--- src/design/qmi_pkg.sv ---
// ----------------------------------------------------------------------------
// qmi_pkg
// shared types and constants of the queue with middle insertion
// ----------------------------------------------------------------------------
package qmi_pkg;

    localparam int DEFAULT_CAPACITY = 64;
    localparam int DATA_W           = 32;
    localparam int ACTION_W         = 2;
    localparam int STATUS_W         = 2;
    localparam int ENTRY_COUNT_W    = 7;

    // action codes
    localparam logic [ACTION_W-1:0] ACT_PUSH_TAIL = 2'd0;
    localparam logic [ACTION_W-1:0] ACT_PUSH_MID  = 2'd1;
    localparam logic [ACTION_W-1:0] ACT_POP       = 2'd2;

    typedef enum logic [STATUS_W-1:0] {
        ST_OK    = 2'd0,
        ST_EMPTY = 2'd1,
        ST_FULL  = 2'd2
    } status_t;

    // operations applied together to one ring
    typedef struct packed {
        logic take_head;
        logic push_tail;
        logic push_head;
    } ring_op_t;

    typedef struct packed {
        logic signed [DATA_W-1:0]  popped_value;
        status_t                   status;
        logic [ENTRY_COUNT_W-1:0]  entry_count;
    } rsp_t;

endpackage

--- src/design/qmi_if.sv ---
// ----------------------------------------------------------------------------
// qmi_if
// command and response channels of the queue with middle insertion
// ----------------------------------------------------------------------------
interface qmi_cmd_if;
    logic                                   valid;
    logic                                   ready;
    logic [qmi_pkg::ACTION_W-1:0]           action;
    logic signed [qmi_pkg::DATA_W-1:0]      value;

    modport source (output valid, output action, output value, input ready);
    modport sink   (input valid, input action, input value, output ready);
endinterface

interface qmi_rsp_if;
    logic                                   valid;
    logic                                   ready;
    logic signed [qmi_pkg::DATA_W-1:0]      popped_value;
    qmi_pkg::status_t                       status;
    logic [qmi_pkg::ENTRY_COUNT_W-1:0]      entry_count;

    modport source (output valid, output popped_value, output status, output entry_count,
                    input ready);
    modport sink   (input valid, input popped_value, input status, input entry_count,
                    output ready);
endinterface

--- src/design/qmi_ram.sv ---
// ----------------------------------------------------------------------------
// qmi_ram
// simple dual-port ram, one write and one registered read, read returns old data
// ----------------------------------------------------------------------------
module qmi_ram #(
    parameter int WIDTH = qmi_pkg::DATA_W,
    parameter int DEPTH = qmi_pkg::DEFAULT_CAPACITY
) (
    input  logic                     clk,
    input  logic                     we,
    input  logic [$clog2(DEPTH)-1:0] waddr,
    input  logic [WIDTH-1:0]         wdata,
    input  logic [$clog2(DEPTH)-1:0] raddr,
    output logic [WIDTH-1:0]         rdata
);

    logic [WIDTH-1:0] mem [DEPTH];
    logic [WIDTH-1:0] rdata_reg;

    always_ff @(posedge clk)
    begin
        if (we)
        begin
            mem[waddr] <= wdata;
        end
        rdata_reg <= mem[raddr];
    end

    assign rdata = rdata_reg;

endmodule

--- src/design/qmi_ring.sv ---
// ----------------------------------------------------------------------------
// qmi_ring
// ring buffer half-queue with head word kept visible every cycle
// ----------------------------------------------------------------------------
module qmi_ring #(
    parameter int CAPACITY = qmi_pkg::DEFAULT_CAPACITY
) (
    input  logic                              clk,
    input  logic                              rst_n,
    input  qmi_pkg::ring_op_t                 op,
    input  logic [qmi_pkg::DATA_W-1:0]        wdata,
    output logic [qmi_pkg::DATA_W-1:0]        head_value,
    output logic [$clog2(CAPACITY+1)-1:0]     count
);

    localparam int AW = $clog2(CAPACITY);
    localparam int CW = $clog2(CAPACITY + 1);
    localparam int SW = CW + 1;

    logic [AW-1:0]              head_reg;
    logic [AW-1:0]              head_next;
    logic [CW-1:0]              count_reg;
    logic [CW-1:0]              count_next;
    logic [AW-1:0]              head_inc;
    logic [AW-1:0]              head_dec;
    logic [SW-1:0]              tail_sum;
    logic [SW-1:0]              tail_wrap;
    logic [AW-1:0]              waddr;
    logic                       we;
    logic                       push;
    logic [qmi_pkg::DATA_W-1:0] ram_q;
    logic                       bypass_reg;
    logic [qmi_pkg::DATA_W-1:0] hold_reg;

    assign head_inc  = (head_reg == AW'(CAPACITY - 1)) ? '0 : head_reg + AW'(1);
    assign head_dec  = (head_reg == '0) ? AW'(CAPACITY - 1) : head_reg - AW'(1);
    // tail slot is head + count, wrapped once
    assign tail_sum  = SW'(head_reg) + SW'(count_reg);
    assign tail_wrap = (tail_sum >= SW'(CAPACITY)) ? tail_sum - SW'(CAPACITY) : tail_sum;

    assign push  = op.push_tail | op.push_head;
    assign we    = push;
    assign waddr = op.push_head ? head_dec : tail_wrap[AW-1:0];

    always_comb
    begin
        head_next  = head_reg;
        count_next = count_reg;
        if (op.push_head)
        begin
            head_next = head_dec;
        end
        else if (op.take_head)
        begin
            head_next = head_inc;
        end
        if (push && !op.take_head)
        begin
            count_next = count_reg + CW'(1);
        end
        else if (op.take_head && !push)
        begin
            count_next = count_reg - CW'(1);
        end
    end

    always_ff @(posedge clk or negedge rst_n)
    begin
        if (!rst_n)
        begin
            head_reg   <= '0;
            count_reg  <= '0;
            bypass_reg <= 1'b0;
        end
        else
        begin
            head_reg   <= head_next;
            count_reg  <= count_next;
            // ram returns the old word when the new head is written this cycle
            bypass_reg <= we && (waddr == head_next);
        end
    end

    always_ff @(posedge clk)
    begin
        hold_reg <= wdata;
    end

    qmi_ram #(
        .WIDTH (qmi_pkg::DATA_W),
        .DEPTH (CAPACITY)
    ) u_ram (
        .clk   (clk),
        .we    (we),
        .waddr (waddr),
        .wdata (wdata),
        .raddr (head_next),
        .rdata (ram_q)
    );

    assign head_value = bypass_reg ? hold_reg : ram_q;
    assign count      = count_reg;

endmodule

--- src/design/queue_with_middle_insert.sv ---
// ----------------------------------------------------------------------------
// queue_with_middle_insert
// bounded fifo of signed words with push at tail, push at middle, pop at head
// ----------------------------------------------------------------------------
//
//  channel | dir | handshake     | payload
//  --------+-----+---------------+--------------------------------------------
//  cmd     | in  | valid / ready | action, value
//  rsp     | out | valid / ready | popped_value, status, entry_count
//
//  one word per cycle is taken on cmd while ready; its response shows on rsp
//  the next cycle unless rsp stalls; the rate is set by both ring pointers
//  updating together, each ring's head word read ahead from its ram and
//  bypassed when just written; reset empties both halves at once, no clearing
//  pass, ram contents are unused; a stalled rsp is absorbed by a one-word skid
//  stage; cmd ready drops only while that skid word is held
//
module queue_with_middle_insert #(
    parameter int CAPACITY = qmi_pkg::DEFAULT_CAPACITY
) (
    input logic            clk,
    input logic            rst_n,
    qmi_cmd_if.sink        cmd,
    qmi_rsp_if.source      rsp
);

    localparam int CW = $clog2(CAPACITY + 1);

    // the queue is split in two rings: the front ring holds the first
    // ceil(n/2) words, the back ring the rest, so the middle is the back head
    qmi_pkg::ring_op_t          f_op;
    qmi_pkg::ring_op_t          b_op;
    logic [qmi_pkg::DATA_W-1:0] f_wdata;
    logic [qmi_pkg::DATA_W-1:0] f_head;
    logic [qmi_pkg::DATA_W-1:0] b_head;
    logic [CW-1:0]              f_count;
    logic [CW-1:0]              b_count;
    logic [CW-1:0]              total;
    logic [CW-1:0]              total_after;
    logic                       balanced;
    logic                       full;
    logic                       accept;
    qmi_pkg::rsp_t              result;

    // output register and skid stage
    logic                       out_valid_reg;
    qmi_pkg::rsp_t              out_data_reg;
    logic                       skid_valid_reg;
    qmi_pkg::rsp_t              skid_data_reg;

    assign total    = f_count + b_count;
    // even count: both halves equal, so growth moves the middle word forward
    assign balanced = (f_count == b_count);
    assign full     = (total == CW'(CAPACITY));
    assign accept   = cmd.valid && cmd.ready;

    always_comb
    begin
        f_op                = '0;
        b_op                = '0;
        f_wdata             = cmd.value;
        result.popped_value = '0;
        result.status       = qmi_pkg::ST_OK;
        total_after         = total;
        case (cmd.action)
            qmi_pkg::ACT_PUSH_TAIL:
            begin
                if (full)
                begin
                    result.status = qmi_pkg::ST_FULL;
                end
                else
                begin
                    total_after = total + CW'(1);
                    if (balanced && (b_count == '0))
                    begin
                        // empty queue: the word lands straight in the front ring
                        f_op.push_tail = 1'b1;
                    end
                    else if (balanced)
                    begin
                        // append at back, shift back head to front tail
                        b_op.push_tail = 1'b1;
                        b_op.take_head = 1'b1;
                        f_op.push_tail = 1'b1;
                        f_wdata        = b_head;
                    end
                    else
                    begin
                        b_op.push_tail = 1'b1;
                    end
                end
            end
            qmi_pkg::ACT_PUSH_MID:
            begin
                if (full)
                begin
                    result.status = qmi_pkg::ST_FULL;
                end
                else
                begin
                    total_after = total + CW'(1);
                    if (balanced)
                    begin
                        // inserted word would move forward at once
                        f_op.push_tail = 1'b1;
                    end
                    else
                    begin
                        b_op.push_head = 1'b1;
                    end
                end
            end
            qmi_pkg::ACT_POP:
            begin
                if (f_count == '0)
                begin
                    result.status = qmi_pkg::ST_EMPTY;
                end
                else
                begin
                    total_after         = total - CW'(1);
                    result.popped_value = f_head;
                    f_op.take_head      = 1'b1;
                    if (balanced && (b_count != '0))
                    begin
                        b_op.take_head = 1'b1;
                        f_op.push_tail = 1'b1;
                        f_wdata        = b_head;
                    end
                end
            end
            default:
            begin
                // unused code: no change
            end
        endcase
        // entry count reported modulo 128
        result.entry_count = qmi_pkg::ENTRY_COUNT_W'(total_after);
        if (!accept)
        begin
            f_op = '0;
            b_op = '0;
        end
    end

    qmi_ring #(
        .CAPACITY (CAPACITY)
    ) u_front_ring (
        .clk        (clk),
        .rst_n      (rst_n),
        .op         (f_op),
        .wdata      (f_wdata),
        .head_value (f_head),
        .count      (f_count)
    );

    qmi_ring #(
        .CAPACITY (CAPACITY)
    ) u_back_ring (
        .clk        (clk),
        .rst_n      (rst_n),
        .op         (b_op),
        .wdata      (cmd.value),
        .head_value (b_head),
        .count      (b_count)
    );

    // response register with skid
    always_ff @(posedge clk or negedge rst_n)
    begin
        if (!rst_n)
        begin
            out_valid_reg  <= 1'b0;
            skid_valid_reg <= 1'b0;
        end
        else if (out_valid_reg && !rsp.ready)
        begin
            if (accept)
            begin
                skid_valid_reg <= 1'b1;
            end
        end
        else if (skid_valid_reg)
        begin
            out_valid_reg  <= 1'b1;
            skid_valid_reg <= 1'b0;
        end
        else
        begin
            out_valid_reg <= accept;
        end
    end

    always_ff @(posedge clk)
    begin
        if (out_valid_reg && !rsp.ready)
        begin
            if (accept)
            begin
                skid_data_reg <= result;
            end
        end
        else if (skid_valid_reg)
        begin
            out_data_reg <= skid_data_reg;
        end
        else if (accept)
        begin
            out_data_reg <= result;
        end
    end

    assign cmd.ready        = !skid_valid_reg;
    assign rsp.valid        = out_valid_reg;
    assign rsp.popped_value = out_data_reg.popped_value;
    assign rsp.status       = out_data_reg.status;
    assign rsp.entry_count  = out_data_reg.entry_count;

endmodule

--- src/flat_wrapper.sv ---
// flat-port wrapper written by rule: the top's interface ports become plain ports
module queue_with_middle_insert_flat 
#(
    parameter int CAPACITY = qmi_pkg::DEFAULT_CAPACITY
)
  (clk, rst_n, cmd_valid, cmd_action, cmd_value, cmd_ready, rsp_valid, rsp_popped_value, rsp_status, rsp_entry_count, rsp_ready);
  qmi_cmd_if cmd_i ();
  qmi_rsp_if rsp_i ();
  input logic clk;
  input logic rst_n;
  input wire logic [$bits(cmd_i.valid)-1:0] cmd_valid;
  input wire logic [$bits(cmd_i.action)-1:0] cmd_action;
  input wire logic [$bits(cmd_i.value)-1:0] cmd_value;
  output wire logic [$bits(cmd_i.ready)-1:0] cmd_ready;
  output wire logic [$bits(rsp_i.valid)-1:0] rsp_valid;
  output wire logic [$bits(rsp_i.popped_value)-1:0] rsp_popped_value;
  output wire logic [$bits(rsp_i.status)-1:0] rsp_status;
  output wire logic [$bits(rsp_i.entry_count)-1:0] rsp_entry_count;
  input wire logic [$bits(rsp_i.ready)-1:0] rsp_ready;
  assign cmd_i.valid = cmd_valid;
  assign cmd_i.action = cmd_action;
  assign cmd_i.value = cmd_value;
  assign cmd_ready = cmd_i.ready;
  assign rsp_valid = rsp_i.valid;
  assign rsp_popped_value = rsp_i.popped_value;
  assign rsp_status = rsp_i.status;
  assign rsp_entry_count = rsp_i.entry_count;
  assign rsp_i.ready = rsp_ready;
  queue_with_middle_insert #(.CAPACITY(CAPACITY)) u_core (.clk(clk), .rst_n(rst_n), .cmd(cmd_i), .rsp(rsp_i));
endmodule
--- config.mk ---
export PLATFORM = sky130hd
export DESIGN_NAME = queue_with_middle_insert_flat
export DESIGN_NICKNAME = d
export VERILOG_FILES = /design/src/design/qmi_pkg.sv /design/src/design/qmi_if.sv /design/src/design/qmi_ram.sv /design/src/design/qmi_ring.sv /design/src/design/queue_with_middle_insert.sv /design/src/flat_wrapper.sv
export SDC_FILE = /design/constraint.sdc
export NUM_CORES = 2
export LEC_CHECK = 0
export ABC_AREA = 0
export ABC_CLOCK_PERIOD_IN_PS = 12500
export BUFFER_PORTS_ARGS = -buffer_cell sky130_fd_sc_hd__buf_2
export CORE_MARGIN = 2
export CORE_UTILIZATION = 45
export DETAILED_ROUTE_END_ITERATION = 12
export PLACE_DENSITY_LB_ADDON = 0.05
export SLEW_MARGIN = 15
export SYNTH_ARGS = -nofsm -noshare
export SYNTH_HDL_FRONTEND = slang
export SYNTH_SLANG_ARGS = --single-unit
--- constraint.sdc ---
create_clock -name clk -period 12.5 [get_ports clk]
set_input_delay 1.875 -clock clk [delete_from_list [all_inputs] [get_ports clk]]
set_output_delay 1.875 -clock clk [all_outputs]
set_load 0.02 [all_outputs]
## After elaboration in Yosys (flattened, before gate mapping)

Memory sizes are Yosys's and may differ from the RTL's. A register that Yosys moved wholly into a read port is not among the register bits.
Cells that the tools add are included.

- Multiplexer cells: 59
- Div/mod/pow operators: 0
- Bitwise operators: 3
- Add/subtract/negate cells: 15
- Magnitude comparators: 2
- Shift operators: 0
- Multipliers: 0
- Reduce and logical (&&, ||, !) cells: 28
- Eq/ne operators: 9

Operators with widths:

| operator | count |
|---|---|
| $mux W32 | 9 |
| $mux W41 | 2 |
| $mux W6 | 12 |
| $pmux W32 S2 | 1 |
| $mux W7 | 6 |
| $sub A6 B1 Y6 const B | 4 |
| $add A7 B1 Y7 const B | 3 |
| $sub A7 B1 Y7 const B | 3 |
| $mux W1 | 19 |
| $add A6 B7 Y8 | 2 |
| $ge A8 B7 Y1 const B | 2 |
| $logic_not A7 Y1 | 2 |
| $pmux W7 S2 | 1 |
| $add A6 B1 Y6 const B | 2 |
| $eq A6 B6 Y1 | 2 |
| $eq A6 B6 Y1 const B | 2 |
| $logic_not A6 Y1 | 2 |
| $logic_and A1 B1 Y1 | 10 |
| $mux W2 | 4 |
| $add A7 B7 Y7 | 1 |
| $eq A7 B7 Y1 | 1 |
| $eq A7 B7 Y1 const B | 1 |
| $reduce_bool A7 Y1 | 1 |
| $logic_not A1 Y1 | 6 |
| other kinds (13) | 18 |

- RAM bits: 4096
- Register bits after elaboration: 176
- ROM bits: 0
- Input port bits: 38
- Memories: 2
- Latch bits: 0

Memories:

| name | depth | bits a word | read ports | clocked after memory_dff | wr ports | line | source |
|---|---|---|---|---|---|---|---|
| u_core.u_back_ring.u_ram.mem | 64 | 32 | 1 | 1 | 1 | qmi_ram.sv:17 | `logic [WIDTH-1:0] mem [DEPTH];` |
| u_core.u_front_ring.u_ram.mem | 64 | 32 | 1 | 1 | 1 | qmi_ram.sv:17 |  |

## Longest topological paths before layout

- Depth in word-level cells: 11
- Gate-level depth with buffers: 21
- Mapped depth without buffers: 20

## Hierarchy

From an unflattened synthesis, not the netlist that was laid out.

- Cells, all modules: 7493
- Area total of the unflattened synthesis: 166686.1 um^2

By module, submodules not included:

| module | area an instance (um^2) | sequential area each (um^2) | instances | cells an instance |
|---|---|---|---|---|
| qmi_ram | 78515.3 | 62139.6 | 2 | 3324 |
| queue_with_middle_insert | 4672.0 | 2512.4 | 1 | 359 |
| qmi_ring at u_core.u_back_ring | 2506.2 | 991.0 | 1 | 248 |
| qmi_ring at u_core.u_front_ring | 2477.4 | 991.0 | 1 | 238 |

## Least setup slack after synthesis

OpenSTA, ideal clock, no wires.

- Path type: input to register
- From: input cmd_action[1]
- To: memory u_core.u_front_ring.u_ram.mem[0][0] (netlist name), data pin
- Slack: 6.344 ns
- Buffers on the path: 2
- Required time: 11.791 ns
- Stages: 7
- Arrival time: 5.448 ns
- Library setup time: 0.709 ns
- Cells stage by stage: clkbuf_1 -> a21oi_1 -> nand2_1 -> nand2_1 -> nand3_1 -> clkbuf_1 -> o21ai_0

- Longest elaborated chain between the ends: 2
- Elaborated cells on any way between the ends: 3

RTL lines:

| item | line | source |
|---|---|---|
| start, declared | flat_wrapper.sv:12 | `input wire logic [$bits(cmd_i.action)-1:0] cmd_action;` |
| $eq A2 B2 Y1 or $logic_not A2 Y1 (tied branches) | queue_with_middle_insert.sv:65 | `case (cmd.action)` |
| $pmux W32 S2 * | queue_with_middle_insert.sv:65 |  |
| via u_core.f_wdata (one bit) | queue_with_middle_insert.sv:33 | `logic [qmi_pkg::DATA_W-1:0] f_wdata;` |
| end, declared | qmi_ram.sv:17 |  |

The timed path passes the listed nets; every way through them passes the cells marked *.

## Final worst setup path

- From: register u_core.u_back_ring.count_reg[0] (netlist: u_core.u_back_ring.count[0])
- To: register u_core.u_back_ring.u_ram.rdata_reg[12] (netlist: u_core.u_back_ring.u_ram.rdata[12]) (read register of u_core.u_back_ring.u_ram.mem)

- Longest elaborated chain between the ends: 8
- Elaborated cells on any way between the ends: 19

RTL lines:

| item | line | source |
|---|---|---|
| start, declared | qmi_ring.sv:22 | `logic [CW-1:0] count_reg;` |
| start signal, assigned | qmi_ring.sv:78 | `count_reg <= count_next;` |
| branches (longest 5 deep; another with $add A7 B7 Y7) | -- |  |
| $mux W3 * | queue_with_middle_insert.sv:140 | `if (!accept)` |
| $mux W6 | qmi_ring.sv:53 | `else if (op.take_head)` |
| $mux W6 * | qmi_ring.sv:49 | `if (op.push_head)` |
| end, declared | qmi_ram.sv:18 | `logic [WIDTH-1:0] rdata_reg;` |

Mark *: on every way between the ends.
A chain may end at the register's enable or synchronous reset.

==> impl_metrics.tcl <==
set metrics [dict create \
    hold_viol 0 \
    wl_per_cell_um 34.8 \
    cts_inserted_buffers 455 \
    finalCritPeriodShare 0.645 \
    status "finished clean" \
    syn2layout_area_growth_pct 13.7 \
    final_area_um2 192000 \
    cts_hold_buf 0 \
    worst_slew_pin_slew_ps 1360 \
    synth_xor_area_frac 0.00300 \
    hold_path_class "reg2reg" \
    netlist_area_um2 169000 \
    synth-seq-cells 4336 \
    start_kind "register" \
    multi_input_area_um2 38300 \
    worstSkewPairLatency_ps 1000 \
    drtPass1Iterations 6 \
    routabilityCongestion 0.797 \
    end_kind "register" \
    critPathMaxFanout 63 \
    grt_use_total 0.279 \
    gr-total-overflow 0 \
    die_h_um 616 \
    crit_arrival_ps 9000 \
    synth-compound-area-share 0.0650 \
    ys_types 81 \
    yosys-top-cells-count "edfxtp_1, nand2_1, mux4_2, a21oi_1, mux2i_1" \
    grt_pass1_vias 93700 \
    drc 0 \
    routed_wl_mm 536 \
    synth.avg_cell_area_um2 17.3 \
    grt_start_max_net_pins 195 \
    slew_violations 0 \
    synthFlopType "edfxtp_1" \
    yosys.area_share.simple 0.0580 \
    timing.setup.tns_ps 0 \
    drive_gt1_frac 0.178 \
    slew_headroom 0.0881 \
    path_clk_slew_ps 60 \
    start_util 0.452 \
    powerDensity_nw_per_um2 231 \
    grt_pass1_wl_mm 745 \
    via_per_inst 6.15 \
    ys_warn_count 0 \
    port_buffers 80 \
    synth-edff-count 4178 \
    clk_path_buf_depth 4 \
    core_um2 372000 \
    die_area_um2 379000 \
    netlist_instances 9768 \
    fill_cells 30200 \
    antenna_found_initial 21 \
    synth_area_leader_cell "edfxtp_1" \
    post_dp_cell_area_um2 177000 \
    clock-root-buffer "clkbuf_16" \
    hold_slack_ps 520 \
    ant_nets 0 \
    postCtsSetupBuffers 0 \
    fmax_mhz 124 \
    rows 224 \
    yosysMostFrequentCell "edfxtp_1" \
    ir_drop_uv 210 \
    synth_top_area_frac 0.744 \
    htreeDepth 5 \
    crit_type "reg2reg" \
    synth_nets 9846 \
    hpwl_mm 287 \
    clock_skew_ps 85.7 \
    drt_iter0_drc 12000 \
    yosys-top-cells-area "edfxtp_1, mux4_2, nand2_1, mux2i_1, dfxtp_1" \
    cts_tree "built" \
    finalSetupViolations 0 \
    critPathRequiredTime_ps 13440 \
    cap_violations 0 \
    synth_mux_area_frac 0.0883 \
    ys_seq_area_frac 0.764 \
    p_leak_nw 61.5 \
    synth-adder-area-share 0.00319 \
    clock-sinks 4336 \
    seqCellArea_um2 129000 \
    min_period_ps 8060 \
    nets 10100 \
    post_cts_resized 0 \
    synth_top_family_by_area "multiplexers" \
    die_w_um 616 \
    ios 81 \
    rsz0062_at_grt "false" \
    num_vias 94800 \
    async_flop_share 0.00692 \
]
==> kinds of logic (layout without fill, tap and decap cells) <==
group | after synthesis | after routing
xor+xnor | 56 | 56
mux | 844 | 844
flops | 4336 | 4336
compound gates | 1594 | 1594
simple gates | 2244 | 2244
fa+ha+maj | 40 | 40
buf+inv | 654 | 1324
other cells | 0 | 9
==> power by group <==
group	internal [W]	switching [W]	total, W
Combinational	0.00459	0.00941	0.0140
Clock	0.00780	0.00566	0.0135
Sequential	0.0166	0.000282	0.0169
==> placed cells by master, fill, tap and decap left out, types with 118 or more instances in the layout <==
cell type  netlist  final
a211oi_1       290    289
a21oi_1        480    480
a311oi_1       176    165
a31oi_1        124    124
and2_1         135    136
and3_1         166    166
buf_4           77    337
clkbuf_1       269    121
clkbuf_16        0    462
dfxtp_1        128    128
edfxtp_1      4178   4178
mux2i_1        320    320
mux4_2         512    512
nand2_1       1471   1465
nand3_1        121    118
nor2_4           3    137
==> path summary, 6_finish.rpt <==
| kind | cells after the start | slack (ps) | start | endpoint |
|---|---|---|---|---|
| worst max-delay path | 17 | 4440 | u_core.u_back_ring.count[0] | u_core.u_back_ring.u_ram.rdata[12] |
| worst min-delay path | 2 | 520 | u_core.skid_data_reg[32] | u_core.rsp.popped_value[23] |
| worst max register to register | 17 | 4440 | u_core.u_back_ring.count[0] | u_core.u_back_ring.u_ram.rdata[12] |
| worst min register to register | 2 | 520 | u_core.skid_data_reg[32] | u_core.rsp.popped_value[23] |
| max in group asynchronous | 1 | 10920 | rst_n | u_core.u_front_ring.bypass_reg |
| min in group asynchronous | 1 | 990 | rst_n | u_core.u_back_ring.bypass_reg |
==> worst max-delay path, cell delays in order, from the launching register on <==
cell,delay (ps)
dfrtp_1,580
ha_1,250
inv_1,60
fa_1,430
xor2_2,400
o221ai_1,270
nor4b_4,850
a211oi_4,320
or3_2,620
buf_4,380
nand2_8,510
buf_4,680
buf_4,780
mux2i_1,170
o221ai_1,590
a211oi_1,170
a22oi_1,440
and3_1,230
==> metrics by stage <==
stage | utilization | total power, W | setup WS, ps | std cells
2_1_floorplan | - | 0.0259 | 6340 | 9768
3_3_place_gp | 0.474 | 0.0311 | 4440 | 14600
3_5_place_dp | 0.474 | 0.0312 | 4370 | 14600
4_1_cts | 0.514 | 0.0446 | 4530 | 15400
5_1_grt | 0.515 | 0.0460 | 4200 | 15400
6_report | 0.515 | 0.0444 | 4440 | 15400
==> cell type report <==
type | count | area share
Antenna cell | 9 | 0.000118
Clock buffer | 637 | 0.0666
Clock inverter | 218 | 0.0110
Inverter | 33 | 0.000823
Multi-Input combinational cell | 4778 | 0.200
Sequential cell | 4336 | 0.672
Tap cell | 4972 | 0.0325
Timing Repair Buffer | 436 | 0.0173
==> layer usage <==
layer  global-route usage  share of wire
met5                    0       0.000050
met4               0.0925          0.036
met3               0.0303          0.065
met2                0.464           0.49
met1                0.385           0.41
Note: power is estimated with default switching activity, not from simulation.
